File: src/sv/bpc_pkg.sv
`timescale 1ns / 1ps
// ----------------------------------------------------------------------------
// bpc_pkg
// Shared types and constants for the barometric compensation core.
// ----------------------------------------------------------------------------
package bpc_pkg;

  localparam int unsigned CfgIdxW = 3;
  localparam int unsigned RawW    = 19;

  typedef enum logic [CfgIdxW-1:0] {
    REG_AC1_AC2 = 3'd0,
    REG_AC3_AC4 = 3'd1,
    REG_AC5_AC6 = 3'd2,
    REG_B1_B2   = 3'd3,
    REG_MC_MD   = 3'd4,
    REG_OSS     = 3'd5
  } reg_idx_e;

  typedef enum logic {
    OP_TEMP  = 1'b0,
    OP_PRESS = 1'b1
  } op_e;

  // multiply-unit operand selection per sequencer step
  typedef enum logic [5:0] {
    ST_IDLE,
    ST_T_X1,     // (raw-ac6)*ac5
    ST_T_DEN,
    ST_T_DIV,
    ST_T_B5,
    ST_P_SQ,     // b6*b6
    ST_P_X1A,    // sq*b2
    ST_P_X2A,    // ac2*b6
    ST_P_B3,
    ST_P_X1B,    // ac3*b6
    ST_P_X2B,    // b1*sq
    ST_P_B4,     // ac4*(x3+32768)
    ST_P_B7,     // (raw-b3)*(50000>>oss)
    ST_P_DIV,
    ST_P_SQP,    // (p>>8)^2
    ST_P_M3038,
    ST_P_M7357,
    ST_P_FIN,
    ST_OUT
  } state_e;

  typedef struct packed {
    logic        start;
    logic [31:0] num;
    logic [31:0] den;
  } div_req_t;

  typedef struct packed {
    logic        busy;
    logic        done;
    logic [31:0] quot;
  } div_rsp_t;

  localparam logic [31:0] K4000   = 32'd4000;
  localparam logic [31:0] K32768  = 32'd32768;
  localparam logic [31:0] K50000  = 32'd50000;
  localparam logic [31:0] KSign   = 32'h8000_0000;
  localparam logic [31:0] K3038   = 32'd3038;
  localparam logic [31:0] KM7357  = 32'hFFFF_E343;
  localparam logic [31:0] K3791   = 32'd3791;

  function automatic logic [31:0] asr32(input logic [31:0] v, input logic [4:0] s);
    asr32 = 32'($signed(v) >>> s);
  endfunction

endpackage

File: src/sv/bpc_if.sv
`timescale 1ns / 1ps
// ----------------------------------------------------------------------------
// bpc_if
// Valid/ready channel interfaces: input items, results, configuration.
// ----------------------------------------------------------------------------
interface bpc_in_if;
  logic        valid;
  logic        ready;
  logic        op;
  logic [18:0] raw_value;
  modport source (output valid, op, raw_value, input ready);
  modport sink   (input valid, op, raw_value, output ready);
endinterface

interface bpc_out_if;
  logic               valid;
  logic               ready;
  logic signed [31:0] value;
  logic               div_error;
  modport source (output valid, value, div_error, input ready);
  modport sink   (input valid, value, div_error, output ready);
endinterface

interface bpc_cfg_if;
  logic        valid;
  logic        ready;
  logic [2:0]  index;
  logic [31:0] data;
  modport source (output valid, index, data, input ready);
  modport sink   (input valid, index, data, output ready);
endinterface

File: src/sv/barometric_pressure_compensation_core.sv
`timescale 1ns / 1ps
// ----------------------------------------------------------------------------
// barometric_pressure_compensation_core
// Temperature and pressure compensation with one shared multiplier and a
// serial divider under a small sequencer.
// ----------------------------------------------------------------------------
// Usage: write calibration words on the cfg channel (index 0..5) while idle.
// Send items on in_ch: op 0 is a raw temperature (updates stored B5),
// op 1 a raw pressure, already shifted for the oversampling setting.
// Each item yields one transfer on out_ch: value and div_error.
// The time from the accepting edge to the result is set by the bit-serial
// divider, its done strobe and the products on the shared 32x32 multiplier,
// which are formed one at a time. A zero divisor skips the divider and sends
// the error result straight to the output. in_ch is not ready while an item
// is in work; the result is held in an output register, and the next item is
// taken in the cycle after its result transfers at the earliest.
// Reset clears calibration words, oversampling and B5 to zero and leaves
// the core idle. If the receiver stalls, the result holds and in_ch stays
// low on ready until the result is taken.
// ----------------------------------------------------------------------------
module barometric_pressure_compensation_core
  import bpc_pkg::*;
(
  input  logic        clk_i,
  input  logic        rst_ni,
  bpc_in_if.sink      in_ch,
  bpc_out_if.source   out_ch,
  bpc_cfg_if.sink     cfg_ch
);

  logic [31:0] regs_q [5];
  logic [1:0]  oss_q;
  logic [31:0] b5_q, b5_d;
  state_e      st_q, st_d;
  logic [31:0] raw_q, a_q, b_q, c_q, sq_q, p_q, res_q;
  logic [31:0] a_d, b_d, c_d, sq_d, p_d, res_d;
  logic        op_q, err_q, err_d, neg_q, neg_d;
  logic        ovl_q, ovl_d;
  logic [31:0] ma, mb, prod;
  div_req_t    dreq;
  div_rsp_t    drsp;

  logic [31:0] ac1, ac2, ac3, ac4, ac5, ac6, b1, b2, mc, md;
  assign ac1 = {{16{regs_q[0][31]}}, regs_q[0][31:16]};
  assign ac2 = {{16{regs_q[0][15]}}, regs_q[0][15:0]};
  assign ac3 = {{16{regs_q[1][31]}}, regs_q[1][31:16]};
  assign ac4 = {16'd0, regs_q[1][15:0]};
  assign ac5 = {16'd0, regs_q[2][31:16]};
  assign ac6 = {16'd0, regs_q[2][15:0]};
  assign b1  = {{16{regs_q[3][31]}}, regs_q[3][31:16]};
  assign b2  = {{16{regs_q[3][15]}}, regs_q[3][15:0]};
  assign mc  = {{16{regs_q[4][31]}}, regs_q[4][31:16]};
  assign md  = {{16{regs_q[4][15]}}, regs_q[4][15:0]};

  assign cfg_ch.ready = 1'b1;
  assign in_ch.ready  = (st_q == ST_IDLE);
  assign out_ch.valid = (st_q == ST_OUT);
  assign out_ch.value = res_q;
  assign out_ch.div_error = err_q;

  always_ff @(posedge clk_i or negedge rst_ni) begin
    if (!rst_ni) begin
      for (int i = 0; i < 5; i++) regs_q[i] <= '0;
      oss_q <= '0;
    end else if (cfg_ch.valid) begin
      unique case (reg_idx_e'(cfg_ch.index))
        REG_AC1_AC2: regs_q[0] <= cfg_ch.data;
        REG_AC3_AC4: regs_q[1] <= cfg_ch.data;
        REG_AC5_AC6: regs_q[2] <= cfg_ch.data;
        REG_B1_B2:   regs_q[3] <= cfg_ch.data;
        REG_MC_MD:   regs_q[4] <= cfg_ch.data;
        REG_OSS:     oss_q     <= cfg_ch.data[1:0];
        default: ;
      endcase
    end
  end

  // shared multiplier, low 32 bits of the product
  assign prod = 32'(ma * mb);

  bpc_div u_div (.clk_i, .rst_ni, .req_i(dreq), .rsp_o(drsp));

  // next state
  always_comb begin
    st_d = st_q;
    unique case (st_q)
      ST_IDLE:    if (in_ch.valid) st_d = (in_ch.op == OP_TEMP) ? ST_T_X1 : ST_P_SQ;
      ST_T_X1:    st_d = ST_T_DEN;
      ST_T_DEN:   st_d = (a_q + md == '0) ? ST_OUT : ST_T_DIV;
      ST_T_DIV:   if (drsp.done) st_d = ST_T_B5;
      ST_T_B5:    st_d = ST_OUT;
      ST_P_SQ:    st_d = ST_P_X1A;
      ST_P_X1A:   st_d = ST_P_X2A;
      ST_P_X2A:   st_d = ST_P_B3;
      ST_P_B3:    st_d = ST_P_X1B;
      ST_P_X1B:   st_d = ST_P_X2B;
      ST_P_X2B:   st_d = ST_P_B4;
      ST_P_B4:    st_d = (prod[31:15] == '0) ? ST_OUT : ST_P_B7;
      ST_P_B7:    st_d = ST_P_DIV;
      ST_P_DIV:   if (drsp.done) st_d = ST_P_SQP;
      ST_P_SQP:   st_d = ST_P_M3038;
      ST_P_M3038: st_d = ST_P_M7357;
      ST_P_M7357: st_d = ST_P_FIN;
      ST_P_FIN:   st_d = ST_OUT;
      ST_OUT:     if (out_ch.ready) st_d = ST_IDLE;
      default:    st_d = ST_IDLE;
    endcase
  end

  // datapath and multiplier operand select
  always_comb begin
    logic [31:0] b6, t, q;
    a_d = a_q; b_d = b_q; c_d = c_q; sq_d = sq_q; p_d = p_q;
    res_d = res_q; err_d = err_q; neg_d = neg_q; ovl_d = ovl_q; b5_d = b5_q;
    ma = '0; mb = '0;
    dreq = '0;
    b6 = b5_q - K4000;
    t  = '0;
    q  = neg_q ? (32'd0 - drsp.quot) : drsp.quot;
    unique case (st_q)
      ST_IDLE: ;
      ST_T_X1: begin
        ma = raw_q - ac6; mb = ac5;
        a_d = asr32(prod, 5'd15);
      end
      ST_T_DEN: begin
        t = a_q + md;
        if (t == '0) begin
          res_d = '0; err_d = 1'b1;
        end else begin
          dreq.start = 1'b1;
          dreq.num   = mc[20] ? (32'd0 - (mc << 11)) : (mc << 11);
          dreq.den   = t[31] ? (32'd0 - t) : t;
          neg_d      = mc[20] ^ t[31];
        end
      end
      ST_T_DIV: ;
      ST_T_B5: begin
        t = a_q + q;
        b5_d = t;
        res_d = asr32(t + 32'd8, 5'd4);
        err_d = 1'b0;
      end
      ST_P_SQ: begin
        ma = b6; mb = b6;
        sq_d = asr32(prod, 5'd12);
      end
      ST_P_X1A: begin
        ma = sq_q; mb = b2;
        a_d = asr32(prod, 5'd11);
      end
      ST_P_X2A: begin
        ma = ac2; mb = b6;
        a_d = a_q + asr32(prod, 5'd11);
      end
      ST_P_B3: begin
        t = ((ac1 << 2) + a_q) << oss_q;
        c_d = asr32(t + 32'd2, 5'd2);
      end
      ST_P_X1B: begin
        ma = ac3; mb = b6;
        a_d = asr32(prod, 5'd13);
      end
      ST_P_X2B: begin
        ma = b1; mb = sq_q;
        a_d = asr32(a_q + asr32(prod, 5'd16) + 32'd2, 5'd2);
      end
      ST_P_B4: begin
        ma = ac4; mb = a_q + K32768;
        b_d = prod >> 15;
        if (prod[31:15] == '0) begin
          res_d = '0; err_d = 1'b1;
        end
      end
      ST_P_B7: begin
        ma = raw_q - c_q; mb = K50000 >> oss_q;
        ovl_d = (prod >= KSign);
        dreq.start = 1'b1;
        dreq.num   = (prod >= KSign) ? prod : (prod << 1);
        dreq.den   = b_q;
        neg_d      = 1'b0;
      end
      ST_P_DIV: if (drsp.done) p_d = ovl_q ? (drsp.quot << 1) : drsp.quot;
      ST_P_SQP: begin
        ma = asr32(p_q, 5'd8); mb = asr32(p_q, 5'd8);
        a_d = prod;
      end
      ST_P_M3038: begin
        ma = a_q; mb = K3038;
        a_d = asr32(prod, 5'd16);
      end
      ST_P_M7357: begin
        ma = p_q; mb = KM7357;
        a_d = a_q + asr32(prod, 5'd16);
      end
      ST_P_FIN: begin
        res_d = p_q + asr32(a_q + K3791, 5'd4);
        err_d = 1'b0;
      end
      ST_OUT: ;
      default: ;
    endcase
  end

  always_ff @(posedge clk_i or negedge rst_ni) begin
    if (!rst_ni) begin
      st_q <= ST_IDLE;
      b5_q <= '0;
    end else begin
      st_q <= st_d;
      b5_q <= b5_d;
    end
  end

  always_ff @(posedge clk_i) begin
    if (in_ch.valid && in_ch.ready) begin
      raw_q <= {13'd0, in_ch.raw_value};
      op_q  <= in_ch.op;
    end
    a_q <= a_d; b_q <= b_d; c_q <= c_d; sq_q <= sq_d; p_q <= p_d;
    res_q <= res_d; err_q <= err_d; neg_q <= neg_d; ovl_q <= ovl_d;
  end

  a_b5 : assert property (@(posedge clk_i) disable iff (!rst_ni)
    (b5_q != $past(b5_q)) |-> ($past(st_q) == ST_T_B5 && op_q == OP_TEMP))
    else $error("b5 changed outside temperature finish");
  a_busy : assert property (@(posedge clk_i) disable iff (!rst_ni)
    (st_q == ST_T_DIV || st_q == ST_P_DIV) |-> (drsp.busy || drsp.done))
    else $error("waiting on idle divider");
  a_hold : assert property (@(posedge clk_i) disable iff (!rst_ni)
    (st_q == ST_OUT && !out_ch.ready) |=> (st_q == ST_OUT && $stable(res_q)))
    else $error("result lost under stall");

endmodule

File: src/sv/bpc_div.sv
`timescale 1ns / 1ps
// ----------------------------------------------------------------------------
// bpc_div
// Restoring unsigned 32-bit divider, one quotient bit per cycle.
// ----------------------------------------------------------------------------
module bpc_div
  import bpc_pkg::*;
(
  input  logic     clk_i,
  input  logic     rst_ni,
  input  div_req_t req_i,
  output div_rsp_t rsp_o
);

  logic [31:0] rem_q, rem_d, quo_q, quo_d, den_q;
  logic [5:0]  cnt_q, cnt_d;
  logic        busy_q, busy_d, done_q, done_d;
  logic [32:0] trial;

  always_comb begin
    rem_d  = rem_q;
    quo_d  = quo_q;
    cnt_d  = cnt_q;
    busy_d = busy_q;
    done_d = 1'b0;
    trial  = {rem_q, quo_q[31]} - {1'b0, den_q};
    if (req_i.start) begin
      rem_d  = '0;
      quo_d  = req_i.num;
      cnt_d  = 6'd32;
      busy_d = 1'b1;
    end else if (busy_q) begin
      if (trial[32]) begin
        rem_d = {rem_q[30:0], quo_q[31]};
        quo_d = {quo_q[30:0], 1'b0};
      end else begin
        rem_d = trial[31:0];
        quo_d = {quo_q[30:0], 1'b1};
      end
      cnt_d = cnt_q - 6'd1;
      if (cnt_q == 6'd1) begin
        busy_d = 1'b0;
        done_d = 1'b1;
      end
    end
  end

  always_ff @(posedge clk_i or negedge rst_ni) begin
    if (!rst_ni) begin
      busy_q <= 1'b0;
      done_q <= 1'b0;
      cnt_q  <= '0;
    end else begin
      busy_q <= busy_d;
      done_q <= done_d;
      cnt_q  <= cnt_d;
    end
  end

  always_ff @(posedge clk_i) begin
    rem_q <= rem_d;
    quo_q <= quo_d;
    if (req_i.start) den_q <= req_i.den;
  end

  assign rsp_o.busy = busy_q;
  assign rsp_o.done = done_q;
  assign rsp_o.quot = quo_q;

  a_cnt : assert property (@(posedge clk_i) disable iff (!rst_ni)
    busy_q |-> cnt_q != 6'd0) else $error("divider count zero while busy");
  a_done : assert property (@(posedge clk_i) disable iff (!rst_ni)
    done_q |-> $past(busy_q)) else $error("done without busy");
  a_excl : assert property (@(posedge clk_i) disable iff (!rst_ni)
    done_q |-> !busy_q) else $error("done while busy");

endmodule
File: src/flat_wrapper.sv
// flat-port wrapper written by rule: the top's interface ports become plain ports
module barometric_pressure_compensation_core_flat import bpc_pkg::*;
  (clk_i, rst_ni, in_ch_valid, in_ch_op, in_ch_raw_value, in_ch_ready, out_ch_valid, out_ch_value, out_ch_div_error, out_ch_ready, cfg_ch_valid, cfg_ch_index, cfg_ch_data, cfg_ch_ready);
  bpc_in_if in_ch_i ();
  bpc_out_if out_ch_i ();
  bpc_cfg_if cfg_ch_i ();
  input  logic clk_i;
  input  logic rst_ni;
  input wire logic [$bits(in_ch_i.valid)-1:0] in_ch_valid;
  input wire logic [$bits(in_ch_i.op)-1:0] in_ch_op;
  input wire logic [$bits(in_ch_i.raw_value)-1:0] in_ch_raw_value;
  output wire logic [$bits(in_ch_i.ready)-1:0] in_ch_ready;
  output wire logic [$bits(out_ch_i.valid)-1:0] out_ch_valid;
  output wire logic [$bits(out_ch_i.value)-1:0] out_ch_value;
  output wire logic [$bits(out_ch_i.div_error)-1:0] out_ch_div_error;
  input wire logic [$bits(out_ch_i.ready)-1:0] out_ch_ready;
  input wire logic [$bits(cfg_ch_i.valid)-1:0] cfg_ch_valid;
  input wire logic [$bits(cfg_ch_i.index)-1:0] cfg_ch_index;
  input wire logic [$bits(cfg_ch_i.data)-1:0] cfg_ch_data;
  output wire logic [$bits(cfg_ch_i.ready)-1:0] cfg_ch_ready;
  assign in_ch_i.valid = in_ch_valid;
  assign in_ch_i.op = in_ch_op;
  assign in_ch_i.raw_value = in_ch_raw_value;
  assign in_ch_ready = in_ch_i.ready;
  assign out_ch_valid = out_ch_i.valid;
  assign out_ch_value = out_ch_i.value;
  assign out_ch_div_error = out_ch_i.div_error;
  assign out_ch_i.ready = out_ch_ready;
  assign cfg_ch_i.valid = cfg_ch_valid;
  assign cfg_ch_i.index = cfg_ch_index;
  assign cfg_ch_i.data = cfg_ch_data;
  assign cfg_ch_ready = cfg_ch_i.ready;
  barometric_pressure_compensation_core u_core (.clk_i(clk_i), .rst_ni(rst_ni), .in_ch(in_ch_i), .out_ch(out_ch_i), .cfg_ch(cfg_ch_i));
endmodule
File: config.mk
export PLATFORM = sky130hd
export DESIGN_NAME = barometric_pressure_compensation_core_flat
export DESIGN_NICKNAME = d
export VERILOG_FILES = /design/src/sv/bpc_pkg.sv /design/src/sv/bpc_if.sv /design/src/sv/barometric_pressure_compensation_core.sv /design/src/sv/bpc_div.sv /design/src/flat_wrapper.sv
export SDC_FILE = /design/constraint.sdc
export NUM_CORES = 2
export LEC_CHECK = 0
export ABC_AREA = 1
export BUFFER_PORTS_ARGS = -buffer_cell sky130_fd_sc_hd__buf_4
export CAP_MARGIN = 25
export CORE_MARGIN = 5
export CORE_UTILIZATION = 60
export CTS_CLUSTER_SIZE = 16
export DETAILED_ROUTE_END_ITERATION = 8
export PLACE_DENSITY = 0.77
export SKIP_CTS_REPAIR_TIMING = 1
export SYNTH_ARGS = -nofsm -noshare
export SYNTH_HDL_FRONTEND = slang
export SYNTH_SLANG_ARGS = --single-unit
File: constraint.sdc
create_clock -name clk_i -period 12.9 [get_ports clk_i]
set_input_delay 2.58 -clock clk_i [delete_from_list [all_inputs] [get_ports clk_i]]
set_output_delay 2.58 -clock clk_i [all_outputs]
set_load 0.005 [all_outputs]
# Word-level counts from Yosys, hierarchy flattened
# Index checks and enable logic that the tools add are counted.
# totals
register_bits,489
wordCells,141
# op_classes
n_bitwise,1
n_eq_ne,31
add_sub_neg,19
n_reduce_logical,23
n_mul,1
muxes,38
n_shift,2
n_lt_le_gt_ge,1
# op_table
cell,n
$pmux W32 S11,1
$mux W32,10
$pmux W32 S9,1
$pmux W32 S8,1
$add A32 B32 Y32,6
$pmux W65 S2,1
$pmux W32 S4,1
$pmux W6 S18,1
$mux W65,1
$add A32 B2 Y32 const B,2
$sub A1 B32 Y32 const A,2
$eq A6 B4 Y1 const B,8
$mux W6,6
$sub A33 B32 Y33,1
$add A32 B12 Y32 const B,1
$add A32 B16 Y32 const B,1
$add A32 B4 Y32 const B,1
$ge A32 B32 Y1 const B,1
$logic_not A32 Y1,1
$mul A32 B32 Y32,1
$shl A32 B2 Y32,1
$shr A16 B2 Y32 const A,1
$sub A32 B12 Y32 const B,1
$sub A20 B30 Y31,1
other kinds (31),64

# Longest topological paths before layout
# depth
depth_word,8
depth_mapped,69
mapped_depth_nobuf,67

# Modules after synthesis
# From an unflattened synthesis, not the netlist that was laid out.
# hier_totals
cells_unflattened,8649
hier_area_um2,59444.5
# modules_own_cells
mod,area_per_inst_um2,cells_each,n_inst
barometric_pressure_compensation_core,52499.1,7621,1
bpc_div,6945.4,1028,1

# Worst setup path before layout
# OpenSTA, ideal clock, no wires.
# synth_timing
kind,register to register
from,register u_core.oss_q[0]
to,"register u_core.a_q[27], data pin"
slack_ns,1.638
synth_period_minus_slack_ns,11.262
path_buffers,7
arrival_ns,11.125
path_stages_with_launch,60
t_required_ns,12.763
cell_sequence,dfrtp_1 > buf_2 > inv_1 > clkbuf_1 > clkbuf_1 > buf_1 > ha_1 > nand2_1 > nand4_1 > nor2_4 > inv_2 > clkbuf_1 > nand2_1 > inv_1 > fa_1 > fa_1 > fa_1 > inv_1 > [... 24 more ...] > ha_1 > a21oi_1 > o221ai_1 > a21oi_1 > nor2_1 > nor2_1 > o21ai_0 > nand2_1 > nand2_1 > xor2_1 > nor2_1 > nand2_1 > nor2_1 > nand2_1 > or2_2 > o21ai_0 > o211ai_1 > nand4_1
# synth_via
elab_chain_len,6
elab_cells_between_ends,7
classes_between,add/sub (3); mul (1); shift (1); mux (2)
# synth_rtl
element,line,source
start: declaration,barometric_pressure_compensation_core.sv:32,logic [1:0] oss_q;
start signal: assignment,barometric_pressure_compensation_core.sv:72,REG_OSS: oss_q <= cfg_ch.data[1:0];
$shr A16 B2 Y32 (*),barometric_pressure_compensation_core.sv:176,ma = raw_q - c_q; mb = K50000 >> oss_q;
$pmux W32 S9 (*),barometric_pressure_compensation_core.sv:120,unique case (st_q)
$mul A32 B32 Y32 (*),barometric_pressure_compensation_core.sv:79,assign prod = 32'(ma * mb);
via u_core.prod[31],barometric_pressure_compensation_core.sv:39,"logic [31:0] ma, mb, prod;"
$add A32 B32 Y32,"barometric_pressure_compensation_core.sv:166, barometric_pressure_compensation_core.sv:194",
$add A32 B2 Y32,barometric_pressure_compensation_core.sv:166,"a_d = asr32(a_q + asr32(prod, 5'd16) + 32'd2, 5'd2);"
$pmux W32 S8 (*),barometric_pressure_compensation_core.sv:120,
via u_core.a_d[27],barometric_pressure_compensation_core.sv:36,"logic [31:0] a_d, b_d, c_d, sq_d, p_d, res_d;"
end signal: assignment,barometric_pressure_compensation_core.sv:220,a_q <= a_d; b_q <= b_d; c_q <= c_d; sq_q <= sq_d; p_q <= p_d;
end: declaration,barometric_pressure_compensation_core.sv:35,"logic [31:0] raw_q, a_q, b_q, c_q, sq_q, p_q, res_q;"
# Mark *: on every way through the listed nets, which the timed path passes. The rest lies on a longest branch.
# A chain may end at the register's enable or synchronous reset.

# Worst setup path in the final report
# layout_timing
from,register u_core.st_q[0]
to,"register u_core.a_q[23], data pin"
# layout_via
elab_chain_len,7
elab_cells_between_ends,19
classes_between,add/sub (3); mul (1); eq/ne (11); mux (3); reduce/logical (1)
# layout_rtl
element,line,source
start: declaration,barometric_pressure_compensation_core.sv:34,"state_e st_q, st_d;"
start signal: assignment,barometric_pressure_compensation_core.sv:210,st_q <= st_d;
$eq A6 B3 Y1 / $eq A6 B4 Y1 (equally long branches),barometric_pressure_compensation_core.sv:120,
$reduce_or A3 Y1 (no source line),--,
$pmux W32 S9,barometric_pressure_compensation_core.sv:120,
$mul A32 B32 Y32 (*),barometric_pressure_compensation_core.sv:79,
via u_core.prod[18],barometric_pressure_compensation_core.sv:39,
$add A32 B32 Y32,"barometric_pressure_compensation_core.sv:166, barometric_pressure_compensation_core.sv:194",
$add A32 B2 Y32,barometric_pressure_compensation_core.sv:166,
$pmux W32 S8 (*),barometric_pressure_compensation_core.sv:120,
via u_core.a_d[23],barometric_pressure_compensation_core.sv:36,
# Marked as above.

==> impl_results.md <==
* Outcome: finished clean
* Yosys reg bits at between 400 and 500
* Final setup viols at 0
* Critical Path Sink Type: flop
* Syn Std Cell Area at 57,100 um2
* Iteration-0 DRC Markers at 7,260
* Global-route wire length before repair at ~340,000 um
* Fin Clk Skew at approximately 0.05 ns
* Initial Utilization at roughly 60%
* Chip width at between 300 and 400 um
* Clock transition at path regs at roughly 0.060 ns
* Area leader, netlist: fa_1
* Clock root buffer: clkbuf_16
* Final Cell Area at about 63,000 um2
* Total number of vias at between 50,000 and 60,000
* Ys Warns at 0
* Hold Crit Start: u_core.u_div.rem_q[24]
* I/O pin total at 96
* Core Rows at approximately 110
* R2R Path End: u_core.a_q[23]
* R2r setup slk at 0.40 ns
* # nets final at around 9,000
* GRT Util Overall at between 40% and 50%
* Drt wl/cell at around 24 um
* Remaining Overflow, GRT at 0
* Post-detail-place hpwl at roughly 190,000 um
* Ratio of cells with drive above 1 in the final layout at 7.60%
* Hold path endpoint: u_core.u_div.rem_q[24]
* Final core utilization at about 66%
* Reg2reg path depth at 60
* Max-Slew Margin vs Limit at 22.0%
* Post-synth EDFFs at roughly 250
* Final wirelength at 232,000 um
* Sequential element share of the synthesized area at 23.3%
* Core area at 94,700 um2
* Cells after Synth at roughly 8,000
* Synthesized area per cell at between 7 and 8 um2
* Required time of the worst setup path at approximately 13 ns
* Crit path max fanout at 26
* Initial antenna violation count at 8
* TritonCTS Buffers at just under 60
* Fin worst setup slack at 0.404 ns
* Hold path depth at 2
* Period utilization at 96.9%
* Placed cell count at between 9,000 and 10,000
* Top sig layer: met5
* Worst flop-to-flop path startpoint: u_core.st_q[0]
* Post-Syn Nets at just under 9,000
* Crit path top cell by count: nand2_1
* GPL Wtd Cong at ~1.1
* Worst Hold Class: flop to flop
* Setup WS pre-CTS at 0.359 ns
* Slew Viols, Final at 0
* Height of the die at between 300 and 400 um
* Area grow syn2layout at 9.52%
* Max Root-Sink Buffers at 3
* Vias in the first global route at 55,805
* Top_reg_cell synth: edfxtp_1
* Final Hold Viols at 0
* Max cap viols at 0
* Post-DRT Antenna Nets at 0
* Crit path arrival time at between 10 and 15 ns
* Synth cell count leaders: nand2_1, inv_1, nor2_1
* Largest net degree at the start of global routing at about 80
* WS Path Type: flop to flop
* Drt first pass iters at 9
* Crit-path slowest cell: xnor2_1
* Wire length on met3 at 29,100 um
* Minimum clock period at 12.50 ns
* Fmax at about 80 MHz
* CTS sink cnt at approximately 490
* Actual slew at the worst max-slew pin at between 1 and 1.5 ns
* Vias per cell at roughly 6.1
* Total Die Area at slightly above 100,000 um2
* Nature of the critical path startpoint: flop
* Metal1 wirelength at around 83,000 um
* H-tree lvl count at 2
* Synth top area cells: fa_1, nand2_1, edfxtp_1, inv_1, dfrtp_1
* Slowest stage delay, CP at around 0.74 ns
* Post-synth top area share at approximately 15%
* Fraction of registers with async set/reset at 42.4%
* Count leader, synth: nand2_1
* Netlist cell types at just over 70
* Detailed route wirelength on metal2 at ~100,000 um
* TritonCTS clock tree: yes
* Fin cells at around 9,500
* Worst skew pair latency at around 0.70 ns
* PortBufs at 94
* Drt drc at 0
* Dpl cell area at between 60,000 and 70,000 um2
flip-flops by register name, indices dropped and copies added (netlist names), 16 cells and up:
register,flops
u_core.a_q,32
u_core.ac1,16
u_core.ac2,16
u_core.ac3,16
u_core.ac4,16
u_core.ac5,16
u_core.ac6,16
u_core.b1,16
u_core.b2,16
u_core.b5_q,32
u_core.b_q,17
u_core.c_q,30
u_core.mc,16
u_core.md,16
u_core.out_ch.value,32
u_core.p_q,32
u_core.raw_q,19
u_core.sq_q,20
u_core.u_div.den_q,32
u_core.u_div.quo_q,32
u_core.u_div.rem_q,32
cells in the final DEF (no fill, tap or decap), drive strengths merged, types with 4 or more instances in the layout:
| master | n |
|---|---|
| nand2 | 2138 |
| inv | 1523 |
| nor2 | 619 |
| o21ai | 552 |
| fa | 417 |
| a21oi | 410 |
| ha | 379 |
| nand3 | 351 |
| buf | 349 |
| edfxtp | 249 |
| xor2 | 227 |
| dfrtp | 207 |
| nor3 | 95 |
| nand4 | 85 |
| clkbuf | 83 |
| o211ai | 79 |
| xnor2 | 75 |
| o22ai | 55 |
| or2 | 49 |
| dfxtp | 32 |
| nand3b | 29 |
| clkinv | 29 |
| a31oi | 23 |
| a211oi | 20 |
| nor4 | 18 |
| o21bai | 16 |
| a21boi | 15 |
| a22o | 14 |
| o21a | 13 |
| a221oi | 12 |
| o2111ai | 12 |
| o221ai | 9 |
| a21o | 9 |
| o31ai | 9 |
| diode | 6 |
| a2111oi | 6 |
| and2 | 4 |
| o41ai | 4 |
routing by layer:
| metal | up-vias | global-route usage [%] |
|---|---|---|
| met2 | 3847 | 67.9 |
| met3 | 984 | 11.6 |
| met4 | 4 | 30.5 |
| met1 | 27085 | 55.1 |
| met5 | - | 0 |
| li1 | 25768 | - |
cells by family after synthesis:
kind of cell	after synthesis	share of synthesized area, %
AND/OR/NAND/NOR	3393	24.5
buffers and inverters	1762	11.9
AO/OA/AOI/OAI	1273	12.7
adder cells (fa/ha/maj)	796	22.9
flip-flops	488	23.3
XOR/XNOR	302	4.63
other	1	0.00657
layout make-up:
cell class,count,area (um2)
diodes,6,15.0
clock buffers,82,1720
clock inverters,28,290
fillers,8402,32200
inverters,1529,5740
multi-input cells,5765,37100
flip-flops and latches,488,13300
well taps,1265,1580
repair buffers,350,2730
how the worst max path moves through the flow:
stage,start,endpoint,cells after the start
floorplan,u_core.oss_q[0],u_core.a_q[27],59
global placement,u_core.st_q[4],u_core.a_q[23],55
detailed placement,u_core.st_q[4],u_core.a_q[29],54
CTS,u_core.st_q[4],u_core.a_q[29],54
global route,u_core.b5_q[5],u_core.a_q[31],56
finish,u_core.st_q[0],u_core.a_q[23],60
critical path, delay by kind of cell (launching register included):
family	cells	cell delay [ns]
AOI/OAI and AO/OA	7	1.37
and+or+nand+nor	27	3.06
DFF	1	0.44
buffers and inverters	14	1.94
adders and majority gates	10	4.38
xor gates and xnor gates	2	0.96
through the flow:
| stage | TNS, ns | hold WS, ns |
|---|---|---|
| after CTS | 0 | 0.489 |
| after global placement | 0 | 0.467 |
| after global routing | -0.00710 | 0.504 |
| final | 0 | 0.492 |
| after detailed placement | 0 | 0.474 |
| after floorplan | 0 | 0.453 |
Power is left out: the tool's default activity adds up to more than one toggle a clock period on the data nets, which glitch-free logic cannot reach.
